### src/design/lras_pkg.sv
package lras_pkg;

  localparam int unsigned CoordBitsDef = 6;
  localparam int unsigned ColorBits    = 2;

  // Commands from the controller to the datapath.
  typedef struct packed {
    logic load;
    logic span;
    logic orient;
    logic step;
  } lras_cmd_t;

  // Status from the datapath to the controller.
  typedef struct packed {
    logic out_free;
    logic at_end;
  } lras_stat_t;

endpackage

### src/design/line_rasterizer.sv
// The first pixel is presented after the span and orient states and the first step.
// A line of N pixels (major span plus one, at most 2^COORD_BITS) is emitted by the
// stepping loop, one pixel per cycle while the output register is free.
// The next line is taken once the final pixel has entered the output register.
// Reset (rst_ni, asynchronous, active low) clears the controller and the output valid.
module line_rasterizer #(
  parameter int unsigned COORD_BITS = lras_pkg::CoordBitsDef
) (
  input  logic                           clk_i,
  input  logic                           rst_ni,
  input  logic                           in_valid_i,
  output logic                           in_stall_o,
  input  logic [COORD_BITS-1:0]          start_x_i,
  input  logic [COORD_BITS-1:0]          start_y_i,
  input  logic [COORD_BITS-1:0]          end_x_i,
  input  logic [COORD_BITS-1:0]          end_y_i,
  input  logic [lras_pkg::ColorBits-1:0] pen_color_i,
  output logic                           out_valid_o,
  input  logic                           out_stall_i,
  output logic [COORD_BITS-1:0]          pixel_x_o,
  output logic [COORD_BITS-1:0]          pixel_y_o,
  output logic [lras_pkg::ColorBits-1:0] pixel_color_o,
  output logic                           last_pixel_o
);
  import lras_pkg::*;

  lras_cmd_t  cmd;
  lras_stat_t stat;

  lras_ctrl u_ctrl (
    .clk_i      (clk_i),
    .rst_ni     (rst_ni),
    .in_valid_i (in_valid_i),
    .in_stall_o (in_stall_o),
    .stat_i     (stat),
    .cmd_o      (cmd)
  );

  lras_dp #(
    .CoordBits (COORD_BITS)
  ) u_dp (
    .clk_i         (clk_i),
    .rst_ni        (rst_ni),
    .cmd_i         (cmd),
    .stat_o        (stat),
    .start_x_i     (start_x_i),
    .start_y_i     (start_y_i),
    .end_x_i       (end_x_i),
    .end_y_i       (end_y_i),
    .pen_color_i   (pen_color_i),
    .out_valid_o   (out_valid_o),
    .out_stall_i   (out_stall_i),
    .pixel_x_o     (pixel_x_o),
    .pixel_y_o     (pixel_y_o),
    .pixel_color_o (pixel_color_o),
    .last_pixel_o  (last_pixel_o)
  );

endmodule

### src/design/lras_ctrl.sv
module lras_ctrl (
  input  logic                clk_i,
  input  logic                rst_ni,
  input  logic                in_valid_i,
  output logic                in_stall_o,
  input  lras_pkg::lras_stat_t stat_i,
  output lras_pkg::lras_cmd_t  cmd_o
);
  import lras_pkg::*;

  typedef enum logic [1:0] {
    StIdle,
    StSpan,
    StOrient,
    StRun
  } state_e;

  state_e state_q, state_d;

  always_comb begin
    cmd_o        = '0;
    state_d      = state_q;
    cmd_o.load   = (state_q == StIdle) && in_valid_i;
    cmd_o.span   = (state_q == StSpan);
    cmd_o.orient = (state_q == StOrient);
    cmd_o.step   = (state_q == StRun) && stat_i.out_free;
    unique case (state_q)
      StIdle: begin
        if (in_valid_i) begin
          state_d = StSpan;
        end
      end
      StSpan:   state_d = StOrient;
      StOrient: state_d = StRun;
      StRun: begin
        // The final pixel has moved into the output register.
        if (stat_i.out_free && stat_i.at_end) begin
          state_d = StIdle;
        end
      end
      default:  state_d = StIdle;
    endcase
  end

  always_ff @(posedge clk_i or negedge rst_ni) begin
    if (!rst_ni) begin
      state_q <= StIdle;
    end else begin
      state_q <= state_d;
    end
  end

  assign in_stall_o = (state_q != StIdle);

endmodule

### src/design/lras_dp.sv
module lras_dp #(
  parameter int unsigned CoordBits = lras_pkg::CoordBitsDef
) (
  input  logic                          clk_i,
  input  logic                          rst_ni,
  input  lras_pkg::lras_cmd_t           cmd_i,
  output lras_pkg::lras_stat_t          stat_o,
  input  logic [CoordBits-1:0]          start_x_i,
  input  logic [CoordBits-1:0]          start_y_i,
  input  logic [CoordBits-1:0]          end_x_i,
  input  logic [CoordBits-1:0]          end_y_i,
  input  logic [lras_pkg::ColorBits-1:0] pen_color_i,
  output logic                          out_valid_o,
  input  logic                          out_stall_i,
  output logic [CoordBits-1:0]          pixel_x_o,
  output logic [CoordBits-1:0]          pixel_y_o,
  output logic [lras_pkg::ColorBits-1:0] pixel_color_o,
  output logic                          last_pixel_o
);
  import lras_pkg::*;

  localparam int unsigned W  = CoordBits;
  localparam int unsigned EW = CoordBits + 2;
  localparam logic [W-1:0] One = {{(W-1){1'b0}}, 1'b1};

  // Latched endpoints and colour.
  logic [W-1:0]         ax_q, ay_q, bx_q, by_q;
  logic [ColorBits-1:0] color_q;
  // Endpoints sorted into major and minor axis.
  logic [W-1:0]         a0_q, a1_q, b0_q, b1_q, a0_d, a1_d, b0_d, b1_d;
  logic                 steep_q, steep_d;
  // Stepping state.
  logic [W-1:0]         cur_maj_q, cur_maj_d, end_maj_q, end_maj_d;
  logic [W-1:0]         cur_min_q, cur_min_d, dmaj_q, dmaj_d, dmin_q, dmin_d;
  logic                 up_q, up_d;
  logic signed [EW-1:0] err_q, err_d;
  // Output register.
  logic                 out_valid_q;
  logic [W-1:0]         pix_x_q, pix_y_q;
  logic [ColorBits-1:0] pix_color_q;
  logic                 pix_last_q;

  logic [W-1:0]         dx, dy, lo, hi, bs, be;
  logic                 swap;
  logic signed [EW-1:0] e1, err_step;
  logic [W-1:0]         min_step;

  // Span cycle: choose the major axis.
  always_comb begin
    dx      = (bx_q >= ax_q) ? (bx_q - ax_q) : (ax_q - bx_q);
    dy      = (by_q >= ay_q) ? (by_q - ay_q) : (ay_q - by_q);
    steep_d = (dy > dx);
    a0_d    = steep_d ? ay_q : ax_q;
    a1_d    = steep_d ? by_q : bx_q;
    b0_d    = steep_d ? ax_q : ay_q;
    b1_d    = steep_d ? bx_q : by_q;
  end

  // Orient cycle: run in increasing major coordinate.
  always_comb begin
    swap      = (a0_q > a1_q);
    lo        = swap ? a1_q : a0_q;
    hi        = swap ? a0_q : a1_q;
    bs        = swap ? b1_q : b0_q;
    be        = swap ? b0_q : b1_q;
    dmaj_d    = hi - lo;
    up_d      = (bs < be);
    dmin_d    = up_d ? (be - bs) : (bs - be);
    end_maj_d = hi;
  end

  // Step: error update and minor axis advance.
  always_comb begin
    e1       = err_q - $signed({2'b00, dmin_q});
    min_step = up_q ? (cur_min_q + One) : (cur_min_q - One);
    if (e1[EW-1]) begin
      err_step  = e1 + $signed({2'b00, dmaj_q});
      cur_min_d = min_step;
    end else begin
      err_step  = e1;
      cur_min_d = cur_min_q;
    end
    cur_maj_d = cur_maj_q + One;
    err_d     = err_step;
  end

  always_ff @(posedge clk_i) begin
    if (cmd_i.load) begin
      ax_q    <= start_x_i;
      ay_q    <= start_y_i;
      bx_q    <= end_x_i;
      by_q    <= end_y_i;
      color_q <= pen_color_i;
    end
    if (cmd_i.span) begin
      steep_q <= steep_d;
      a0_q    <= a0_d;
      a1_q    <= a1_d;
      b0_q    <= b0_d;
      b1_q    <= b1_d;
    end
    if (cmd_i.orient) begin
      cur_maj_q <= lo;
      end_maj_q <= end_maj_d;
      cur_min_q <= bs;
      dmaj_q    <= dmaj_d;
      dmin_q    <= dmin_d;
      up_q      <= up_d;
      err_q     <= $signed({2'b00, dmaj_d >> 1});
    end
    if (cmd_i.step) begin
      cur_maj_q   <= cur_maj_d;
      cur_min_q   <= cur_min_d;
      err_q       <= err_d;
      pix_x_q     <= steep_q ? cur_min_q : cur_maj_q;
      pix_y_q     <= steep_q ? cur_maj_q : cur_min_q;
      pix_color_q <= color_q;
      pix_last_q  <= (cur_maj_q == end_maj_q);
    end
  end

  always_ff @(posedge clk_i or negedge rst_ni) begin
    if (!rst_ni) begin
      out_valid_q <= 1'b0;
    end else if (cmd_i.step) begin
      out_valid_q <= 1'b1;
    end else if (!out_stall_i) begin
      out_valid_q <= 1'b0;
    end
  end

  assign stat_o.out_free = !out_valid_q || !out_stall_i;
  assign stat_o.at_end   = (cur_maj_q == end_maj_q);

  assign out_valid_o   = out_valid_q;
  assign pixel_x_o     = pix_x_q;
  assign pixel_y_o     = pix_y_q;
  assign pixel_color_o = pix_color_q;
  assign last_pixel_o  = pix_last_q;

`ifndef NO_ASSERTIONS
  // A pixel must never overwrite one that is still waiting for its transfer.
  a_step_free: assert property (@(posedge clk_i) disable iff (!rst_ni)
    cmd_i.step |-> (!out_valid_q || !out_stall_i))
    else $error("step while output register is occupied");

  // The error term is never left negative after an update.
  a_err_pos: assert property (@(posedge clk_i) disable iff (!rst_ni)
    (cmd_i.step || cmd_i.orient) |=> !err_q[EW-1])
    else $error("error term negative after update");

  // Stepping never runs past the far endpoint.
  a_maj_range: assert property (@(posedge clk_i) disable iff (!rst_ni)
    cmd_i.step |-> (cur_maj_q <= end_maj_q))
    else $error("major coordinate beyond far endpoint");
`endif

endmodule

### config.mk
export PLATFORM = sky130hd
export DESIGN_NAME = line_rasterizer
export DESIGN_NICKNAME = d
export VERILOG_FILES = /design/src/design/lras_pkg.sv /design/src/design/line_rasterizer.sv /design/src/design/lras_ctrl.sv /design/src/design/lras_dp.sv
export SDC_FILE = /design/constraint.sdc
export NUM_CORES = 1
export LEC_CHECK = 0
export CAP_MARGIN = 20
export CORE_AREA = 2 2 115 117
export CTS_CLUSTER_DIAMETER = 100
export CTS_CLUSTER_SIZE = 30
export DETAILED_ROUTE_END_ITERATION = 10
export DIE_AREA = 0 0 117 119
export DONT_BUFFER_PORTS = 1
export MAX_ROUTING_LAYER = met4
export PLACE_DENSITY = 0.75
export SYNTH_ARGS = -nofsm -noshare
export SYNTH_HDL_FRONTEND = slang
export SYNTH_SLANG_ARGS = --single-unit
### constraint.sdc
create_clock -name clk_i -period 6.1 [get_ports clk_i]
set_input_delay 0 -clock clk_i [delete_from_list [all_inputs] [get_ports clk_i]]
set_output_delay 0 -clock clk_i [all_outputs]
set_load 0.03 [all_outputs]
**After elaboration in Yosys (flattened, before gate mapping)**

Cells that the tools add are included.

- Mux-type cells: 27
- Reductions and logical operators: 11
- Eq/ne operators: 8
- Add/sub/neg operators: 12
- Magnitude comparators: 5

Operators by type and width:

| operator | number |
|---|---|
| $mux W6 | 19 |
| $sub A6 B6 Y6 | 7 |
| $mux W8 | 3 |
| $add A6 B1 Y6 const B | 2 |
| $ge A6 B6 Y1 | 2 |
| $gt A6 B6 Y1 | 2 |
| $add A8 B7 Y8 | 1 |
| $pmux W2 S4 | 1 |
| $sub A8 B7 Y8 | 1 |
| $eq A6 B6 Y1 | 1 |
| $lt A6 B6 Y1 | 1 |
| $sub A6 B1 Y6 const B | 1 |
| $eq A2 B2 Y1 const B | 2 |
| $mux W2 | 2 |
| $ne A2 B1 Y1 const B | 2 |
| $ne A2 B2 Y1 const B | 2 |
| $reduce_and A2 Y1 | 2 |
| $reduce_bool A2 Y1 | 2 |
| $logic_and A1 B1 Y1 | 3 |
| $eq A2 B1 Y1 const B | 1 |
| $logic_not A1 Y1 | 2 |
| $logic_not A2 Y1 | 1 |
| $mux W1 | 2 |
| $logic_or A1 B1 Y1 | 1 |

- Input bits: 30
- Flip-flop bits (word level): 108

**Depth between registers and ports, before layout**

Gate-level depths: netlist of run 1.

- Word-level depth: 5
- Depth in mapped cells: 22

**Cells and area by module**

From an unflattened synthesis of run 1, not the netlist that was laid out.

- Cell total of the unflattened synthesis: 675
- Area total of the unflattened synthesis: 7104.3 um^2

By module, submodules not included:

| module | instances | area an instance (um^2) | cells an instance |
|---|---|---|---|
| lras_dp | 1 | 6919.1 | 658 |
| lras_ctrl | 1 | 185.2 | 17 |

**Least setup slack after synthesis of run 1**

No wires, ideal clock.

- Path type: reg-to-reg
- Start point: reg u_dp.bx_q[0]
- End point: reg u_dp.a0_q[5] (data pin)
- Library setup time: 266 ps
- Period minus slack after synthesis: 4234 ps
- Stages on the path, launching flop included: 22
- Buffers on the path: 3
- Setup slack: 1866 ps
- Data required time: 5834 ps
- Data arrival time: 3968 ps
- Path through: edfxtp_1 inv_1 ha_1 inv_1 fa_1 a21oi_1 o211ai_1 a21o_1 a21oi_1 buf_2 mux2i_1 a221oi_1 o21ai_0 a31oi_1 xor2_1 ha_1 and3_1 a221oi_1 a41oi_1 clkbuf_1 clkbuf_1 o21ai_0

- Cells in the longest elaborated chain, start to end: 4
- Elaborated cells between the ends (all ways): 6
- Classes of those cells: 2 x add/sub; 2 x order compare; 2 x mux

RTL lines:

| item | line | text |
|---|---|---|
| start: declaration | lras_dp.sv:27 | `logic [W-1:0] ax_q, ay_q, bx_q, by_q;` |
| start signal: assignment | lras_dp.sv:91 | `bx_q <= end_x_i;` |
| $sub A6 B6 Y6 or $ge A6 B6 Y1 (tied branches) | lras_dp.sv:50 | `dx = (bx_q >= ax_q) ? (bx_q - ax_q) : (ax_q - bx_q);` |
| $mux W6 * | lras_dp.sv:50 |  |
| $gt A6 B6 Y1 * | lras_dp.sv:52 | `steep_d = (dy > dx);` |
| $mux W6 * | lras_dp.sv:53 | `a0_d = steep_d ? ay_q : ax_q;` |
| via u_dp.a0_d[5] | lras_dp.sv:30 | `logic [W-1:0] a0_q, a1_q, b0_q, b1_q, a0_d, a1_d, b0_d, b1_d;` |
| end signal: assignment | lras_dp.sv:97 | `a0_q <= a0_d;` |
| end: declaration | lras_dp.sv:30 |  |

Mark *: on every way through the listed nets, which the timed path passes. The rest lies on a longest branch.
A chain may end at the register's enable or synchronous reset.

**Worst setup path after layout of run 1**

- Start point: reg u_dp.bx_q[0]
- End point: reg u_dp.a1_q[5] (data pin)

- Cells in the longest elaborated chain, start to end: 4
- Elaborated cells between the ends (all ways): 6
- Classes of those cells: 2 x add/sub; 2 x order compare; 2 x mux

RTL lines:

| item | line | text |
|---|---|---|
| $sub A6 B6 Y6 or $ge A6 B6 Y1 (tied branches) | lras_dp.sv:50 |  |
| $mux W6 * | lras_dp.sv:50 |  |
| $gt A6 B6 Y1 * | lras_dp.sv:52 |  |
| $mux W6 * | lras_dp.sv:54 | `a1_d = steep_d ? by_q : bx_q;` |
| via u_dp.a1_d[5] | lras_dp.sv:30 |  |
| end signal: assignment | lras_dp.sv:98 | `a1_q <= a1_d;` |
| end: declaration | lras_dp.sv:30 |  |

Marked as above.

==> results.py, run 1 <==
metrics = {
    "sta": {
        "maxSlewHeadroom": 0.3367,
        "skew_ns": 0.008630,
        "worst_slew_pin_slew_ns": 0.9919,
        "rsz0062_at_grt": "no",
        "slew_viol_final": 0,
        "setup_tns_ns": 0,
        "timing.fmax_mhz": 194.0,
        "hold_viol": 0,
        "period_needed_ns": 5.154,
        "finalSetupViolCount": 0,
        "fin_hold_ws_ns": 0.1006,
        "fin_crit_sh": 0.8449,
    },
    "drt": {
        "wl_um": 13950,
        "ant_nets": 0,
        "firstDrtPassIters": 5,
        "drc_errors": 0,
        "routed_via_density": 5.567,
        "vias": 4793,
        "avgRoutedWirePerCell_um": 16.20,
        "dr.first_iter.drc_count": 355,
    },
    "clocking": {
        "clk_pin_slew_ns": 0.07,
        "cts.sinks": 108,
        "cts_inserted_buffers": 9,
        "cts_root_buffer": "clkbuf_16",
        "cts_max_level": 3,
        "tritoncts": "yes",
        "cts_setup_buffers": 0,
        "clockBufferDepth": 2,
        "insertion_delay_ns": 0.35,
    },
    "cells_and_area": {
        "register_area_um2": 3228,
        "fin_nets": 776,
        "drive_above_1_share": 0.07299,
        "syn_to_final_growth_pct": 11.46,
        "n_fill_cell": 1050,
        "n_antenna_cell": 0,
        "multi_input_area_um2": 3327,
    },
    "worst_hold_path": {
        "whs_endpoint": "u_dp.color_q[0]",
        "min_from": "in_valid_i",
        "hp-class": "primary input to flip-flop",
        "hold_depth": 1,
    },
    "placed_design": {
        "dpl.hpwl_um": 10550,
        "numPortBuffers": 0,
        "gp_congestion": 0.9182,
    },
    "synthesis": {
        "yosys_warnings": 0,
        "async_flop_share": 0.02778,
        "synth_area_leaders": "edfxtp_1, ha_1, nand2_1, o21ai_0, inv_1",
        "synthesis.area_um2": 6887,
        "yosys_register_bits": 108,
        "yosysMostFrequentCell": "edfxtp_1",
        "postSynthCellCount": 653,
        "synth_top_area_cell": "edfxtp_1",
        "synth_area_per_cell_um2": 10.55,
        "ys_seq_area_frac": 0.4688,
        "synth_flop_cell": "edfxtp_1",
        "syn_nets": 749,
        "synth-edff-count": 105,
        "netlist.area_leader.share": 0.4578,
        "synth_common_cells": "edfxtp_1, nand2_1, inv_1, ha_1, o21ai_0",
        "synth.distinct_cells": 56,
    },
    "floorplanning": {
        "die_h_um": 119,
        "initial_core_util": 0.5349,
        "die_area_um2": 13920,
        "fp.coreArea_um2": 12870,
        "die-width_um": 117,
        "num_rows": 42,
        "ioPinCount": 47,
    },
    "global_routing": {
        "grt_max_degree": 48,
        "grt.overflow.total": 0,
        "grtUsageTotal": 0.2161,
        "antenna_found_initial": 0,
        "grt_first_pass_wirelength_um": 22710,
        "grt_pass1_vias": 4687,
    },
    "setup_path": {
        "path_cells": "inv_1 -> ha_1 -> inv_1 -> fa_1 -> a21oi_1 -> o211ai_1 -> a21o_1 -> a21oi_1 -> mux2i_1 -> a221oi_1 -> o21ai_0 -> a31oi_1 -> xor2_1 -> ha_1 -> and3_1 -> a221oi_1 -> a41oi_2 -> buf_4 -> mux2_2",
        "ff2ff_setup_slack_ns": 0.95,
        "crit_type": "flip-flop to flip-flop",
        "critical-path-max-stage-delay_ns": 0.76,
        "cpMaxStageDelayCell": "a21oi_1",
        "cp-start-kind": "flip-flop",
        "end_kind": "flip-flop",
        "r2r-start": "u_dp.bx_q[0]",
        "worst_r2r_endpoint": "u_dp.a1_q[5]",
        "cp_data_arrival_time_ns": 5.26,
        "crit_fanout": 47,
        "ff2ff_path_depth": 19,
        "cp.required_ns": 6.20,
    },
    "run_status": {
        "status": "completed",
    },
    "flow_run": {
        "drv_cap": 0,
    },
}
[worst max-delay path, delay by kind of cell (launching register included)]
family,cells,cell delay [ns]
AND/OR/NAND/NOR,1,0.19
multiplexers,2,0.66
XOR/XNOR,1,0.17
buffers and inverters,3,0.52
AO/OA/AOI/OAI,9,2.09
flip-flops,1,0.43
adder cells (fa/ha/maj),3,0.83
[kinds of logic (layout without fill, tap and decap cells)]
family	count (synthesis)	in the layout	share of synthesized area
multiplexers	31	31	0.04905
XOR/XNOR	40	40	0.05087
flip-flops	108	108	0.4687
buffers and inverters	86	118	0.05015
adder cells (fa/ha/maj)	71	71	0.1348
AND/OR/NAND/NOR	178	178	0.1174
AO/OA/AOI/OAI	139	139	0.1290
[metal layers]
layer  vias up  wire length, um  global-route usage
li1       2366                -                   -
met3        24              590             0.03664
met4         0              332             0.07868
met5         -                0                   -
met1      2278             6118              0.2710
met2       125             6904              0.3519
[repair_timing]
item | in CTS | in global routing
endpoints found under the hold margin | 31 | 0
resized for setup | 0 | 0
hold buffers | 30 | 0
[worst max-delay path by stage]
stage | from | to | slack (ns)
2_1_floorplan | u_dp.bx_q[0] | u_dp.a0_q[5] | 1.87
3_3_place_gp | u_dp.by_q[0] | u_dp.a1_q[5] | 1.12
3_5_place_dp | u_dp.bx_q[0] | u_dp.a1_q[5] | 1.05
4_1_cts | u_dp.bx_q[0] | u_dp.a1_q[5] | 1.04
5_1_grt | u_dp.bx_q[0] | u_dp.a1_q[5] | 0.56
6_report | u_dp.bx_q[0] | u_dp.a1_q[5] | 0.95
[cell type report]
cell class              count  area share
inverters                  65     0.03178
well taps                 176     0.02869
clock inverters             4    0.003912
flip-flops and latches    108      0.4205
multi-input cells         459      0.4334
repair buffers             37     0.04955
clock buffers              12     0.03211
[placed cells by master (no fill, tap or decap), types with 3 or more instances in the layout]
cell	n
nand4_1	5
a21oi_1	27
o21ai_0	50
dfrtp_1	3
a31oi_1	13
o211ai_1	3
nand3_1	11
ha_1	59
nor2b_1	12
o31ai_1	3
inv_1	65
and2_1	4
mux2_2	18
nand2b_1	7
a221oi_1	3
nand2_1	81
xor2_1	13
clkbuf_16	9
edfxtp_1	105
maj3_1	5
nor2_1	36
fa_1	7
xnor2_1	27
and3_1	4
a21o_1	11
or3_1	8
dlygate4sd3_1	30
o21bai_1	5
mux2i_1	12
buf_4	5
nor3_1	6
[stage by stage]
stage | util | setup WS [ns] | instances | instance area, um^2
finish | 0.5962 | 0.9462 | 861 | 7676
global route | 0.5962 | 0.5645 | 861 | 7676
CTS | 0.5929 | 1.038 | 859 | 7634
detailed placement | 0.5481 | 1.054 | 813 | 7057
global placement | 0.5481 | 1.118 | 813 | 7057
floorplan | - | 1.866 | 653 | 6887
[registers in the layout, indices dropped and copies added (netlist names), 6 cells and up]
| name | cells |
|---|---|
| u_dp.by_q | 6 |
| u_dp.pixel_x_o | 6 |
| u_dp.cur_min_q | 6 |
| u_dp.pixel_y_o | 6 |
| u_dp.ay_q | 6 |
| u_dp.b0_q | 6 |
| u_dp.ax_q | 6 |
| u_dp.dmin_q | 6 |
| u_dp.end_maj_q | 6 |
| u_dp.b1_q | 6 |
| u_dp.bx_q | 6 |
| u_dp.a1_q | 6 |
| u_dp.dmaj_q | 6 |
| u_dp.err_q | 8 |
| u_dp.cur_maj_q | 6 |
| u_dp.a0_q | 6 |
Power of run 1 is left out: the tool's default activity adds up to more than one toggle a clock period on the data nets, which glitch-free logic cannot reach.
==> inputs of run 2 (changes only) <==
Settings changed: ABC_AREA set to 1, CORE_AREA 2 2 115 117 to 2 2 117 119, DIE_AREA 0 0 117 119 to 0 0 119 121.
Clock period 6.1 ns to 4.8 ns, I/O delays scaled along.
==> run 2 against run 1 <==
Compared with the run above:
- global-route usage down 0.068 points
- fmax up 18%
- largest cell class unchanged
- highest routed layer unchanged
- synthesized cell count up 26%
- non-clock buffer count down 3
- synthesized area up 3.5%
- worst hold slack better by 0.16 ns
- sequential cell count unchanged
- cell area up 3.4%
- worst setup slack worse by 0.50 ns
- critical endpoint is now u_dp.a0_q[2]
==> results.py, run 2 <==
metrics = {
    "drt": {
        "m1WireLength_um": 6387,
        "met3_length_um": 470,
        "drc_errors": 0,
        "ant_nets": 0,
        "dr.first_iter.drc_count": 323,
        "routed_via_density": 5.129,
        "firstDrtPassIters": 5,
        "maxUsedRoutingLayer": "met4",
        "vias": 5283,
        "avgRoutedWirePerCell_um": 13.68,
        "wl_um": 14090,
        "wl_met2_um": 6922,
    },
    "sta": {
        "setup_tns_ns": 0,
        "slew_viol_final": 0,
        "skew_ns": 0.01185,
        "rsz0062_at_grt": "no",
        "hold_viol": 0,
        "period_needed_ns": 4.351,
        "fin_crit_sh": 0.9064,
        "maxSlewHeadroom": 0.3288,
        "worst_slew_pin_slew_ns": 0.9962,
        "timing.fmax_mhz": 229.8,
        "finalSetupViolCount": 0,
    },
    "placed_design": {
        "numPortBuffers": 0,
        "dpl.hpwl_um": 10730,
        "gp_congestion": 0.8733,
    },
    "clocking": {
        "cts_inserted_buffers": 9,
        "cts_max_level": 3,
        "tritoncts": "yes",
        "cts.sinks": 108,
        "clk_pin_slew_ns": 0.07,
        "insertion_delay_ns": 0.36,
        "cts_root_buffer": "clkbuf_16",
        "clockBufferDepth": 2,
    },
    "setup_path": {
        "cp_num_buf_inv": 3,
        "crit_type": "flip-flop to flip-flop",
        "path_cells": "inv_1 -> ha_1 -> inv_1 -> fa_1 -> a21oi_1 -> o21bai_1 -> nor2_1 -> nor2_1 -> o21ai_1 -> nand2_1 -> o21ai_0 -> o21ai_1 -> xor2_1 -> ha_1 -> nand2_1 -> nor2_1 -> o21ai_0 -> o211ai_1 -> nand2_1 -> buf_4 -> nand2_1 -> o21ai_0",
        "ff2ff_setup_slack_ns": 0.45,
        "cpMaxStageDelayCell": "nand2_1",
        "crit_fanout": 34,
        "worst_r2r_endpoint": "u_dp.a0_q[2]",
        "end_kind": "flip-flop",
        "cp_data_arrival_time_ns": 4.46,
        "cp-start-kind": "flip-flop",
        "worstSetupStartpoint": "u_dp.bx_q[0]",
        "cp_top_family": "simple AND/OR/NAND/NOR gates",
        "critical-path-max-stage-delay_ns": 0.56,
        "r2r-start": "u_dp.bx_q[0]",
        "ff2ff_path_depth": 22,
        "critPathMostFrequentCell": "nand2_1",
        "cp.required_ns": 4.91,
    },
    "cells_and_area": {
        "fin_nets": 945,
        "largest-register": "u_dp.err_q",
        "n_antenna_cell": 0,
        "largest_reg_flops": 8,
        "final_cell_mix": "nand2_1, inv_1, edfxtp_1, o21ai_0, ha_1",
        "n_fill_cell": 1099,
        "drive_above_1_share": 0.05621,
        "syn_to_final_growth_pct": 11.34,
        "layout_commonest_cell": "nand2_1",
    },
    "global_routing": {
        "grt_first_pass_wirelength_um": 23710,
        "grt_max_degree": 35,
        "grtUsageTotal": 0.2155,
        "grt.overflow.total": 0,
        "antenna_found_initial": 0,
        "grt_pass1_vias": 5101,
    },
    "synthesis": {
        "yosysMostFrequentCell": "nand2_1",
        "async_flop_share": 0.02778,
        "postSynthCellCount": 822,
        "ys_seq_area_frac": 0.4528,
        "synthesis.area_um2": 7129,
        "yosys_warnings": 0,
        "netlist.area_leader.share": 0.4423,
        "synth_area_per_cell_um2": 8.673,
        "yosys_register_bits": 108,
        "synth-edff-count": 105,
        "synth_common_cells": "nand2_1, inv_1, edfxtp_1, o21ai_0, ha_1",
        "syn_nets": 918,
        "synth_area_leaders": "edfxtp_1, nand2_1, ha_1, inv_1, o21ai_0",
        "synth.distinct_cells": 39,
        "synth_flop_cell": "edfxtp_1",
        "synth_top_area_cell": "edfxtp_1",
    },
    "worst_hold_path": {
        "hold_depth": 1,
        "whs_endpoint": "u_dp.by_q[5]",
        "min_from": "end_y_i[5]",
        "hp-class": "primary input to flip-flop",
    },
    "floorplanning": {
        "die_area_um2": 14400,
        "initial_core_util": 0.5448,
        "ioPinCount": 47,
        "die_h_um": 121,
        "num_rows": 42,
        "die-width_um": 119,
        "fp.coreArea_um2": 13090,
    },
    "flow_run": {
        "drv_cap": 0,
    },
    "run_status": {
        "status": "completed",
    },
}
run 2: cell types whose count changed in the layout (fill, tap and decap cells not counted), moves of 9 or more:
| cell | delta |
|---|---|
| nand3_1 | +34 |
| a31oi_1 | -13 |
| a21oi_1 | +9 |
| xnor2_1 | -22 |
| o21ai_0 | +13 |
| mux2_2 | -16 |
| mux2i_1 | -11 |
| xor2_1 | +12 |
| nor2b_1 | -11 |
| inv_1 | +61 |
| nand2_1 | +140 |
run 2: layout make-up:
cell class | instances | area (um^2) | share of cell area
multi-input combinational | 565 | 3308 | 0.4168
sequential | 108 | 3228 | 0.4067
inverter | 131 | 491.7 | 0.06195
timing repair buffer | 34 | 350.3 | 0.04414
clock buffer | 10 | 229.0 | 0.02885
tap | 176 | 220.2 | 0.02774
clock inverter | 6 | 110.1 | 0.01387
run 2: kinds of logic (layout without fill, tap and decap cells):
| logic type | count (synthesis) | in the layout | synth area share |
|---|---|---|---|
| buffers and inverters | 149 | 181 | 0.08354 |
| AND/OR/NAND/NOR | 339 | 339 | 0.2024 |
| adder cells (fa/ha/maj) | 66 | 66 | 0.1232 |
| XOR/XNOR | 30 | 30 | 0.03685 |
| AO/OA/AOI/OAI | 127 | 127 | 0.09670 |
| multiplexers | 3 | 3 | 0.004563 |
| flip-flops | 108 | 108 | 0.4528 |
run 2: how the worst max path moves through the flow:
stage | to | slack [ns] | cells past startpoint
6_report | u_dp.a0_q[2] | 0.45 | 22
5_1_grt | u_dp.a1_q[2] | 0.05 | 22
4_1_cts | u_dp.a0_q[2] | 0.50 | 22
3_5_place_dp | u_dp.a0_q[2] | 0.51 | 22
3_3_place_gp | u_dp.a0_q[1] | 0.70 | 22
2_1_floorplan | u_dp.a0_q[5] | 1.27 | 22
run 2: stage by stage:
stage,hold WS (ns),instance area (um^2),setup WS (ns),utilization,cells
finish,0.2599,7938,0.4491,0.6066,1030
detailed placement,-0.2955,7271,0.5146,0.5557,983
floorplan,-0.2956,7129,1.275,-,822
global placement,-0.2955,7271,0.6961,0.5557,983
global route,0.2540,7938,0.05356,0.6066,1030
CTS,0.2480,7910,0.5011,0.6045,1029
run 2: routing by layer:
metal | track usage | vias to the layer above
met1 | 0.2555 | 2403
met4 | 0.08408 | 0
met2 | 0.3624 | 100
met5 | - | -
met3 | 0.04511 | 25
li1 | - | 2755
run 2: timing repair:
item                                   CTS  global route
hold buffers                            30             0
resized for setup                        0             0
endpoints found under the hold margin   32             0
buffers inserted                         0             0
setup endpoints to repair                0             0
Power of run 2 is left out for the same reason.
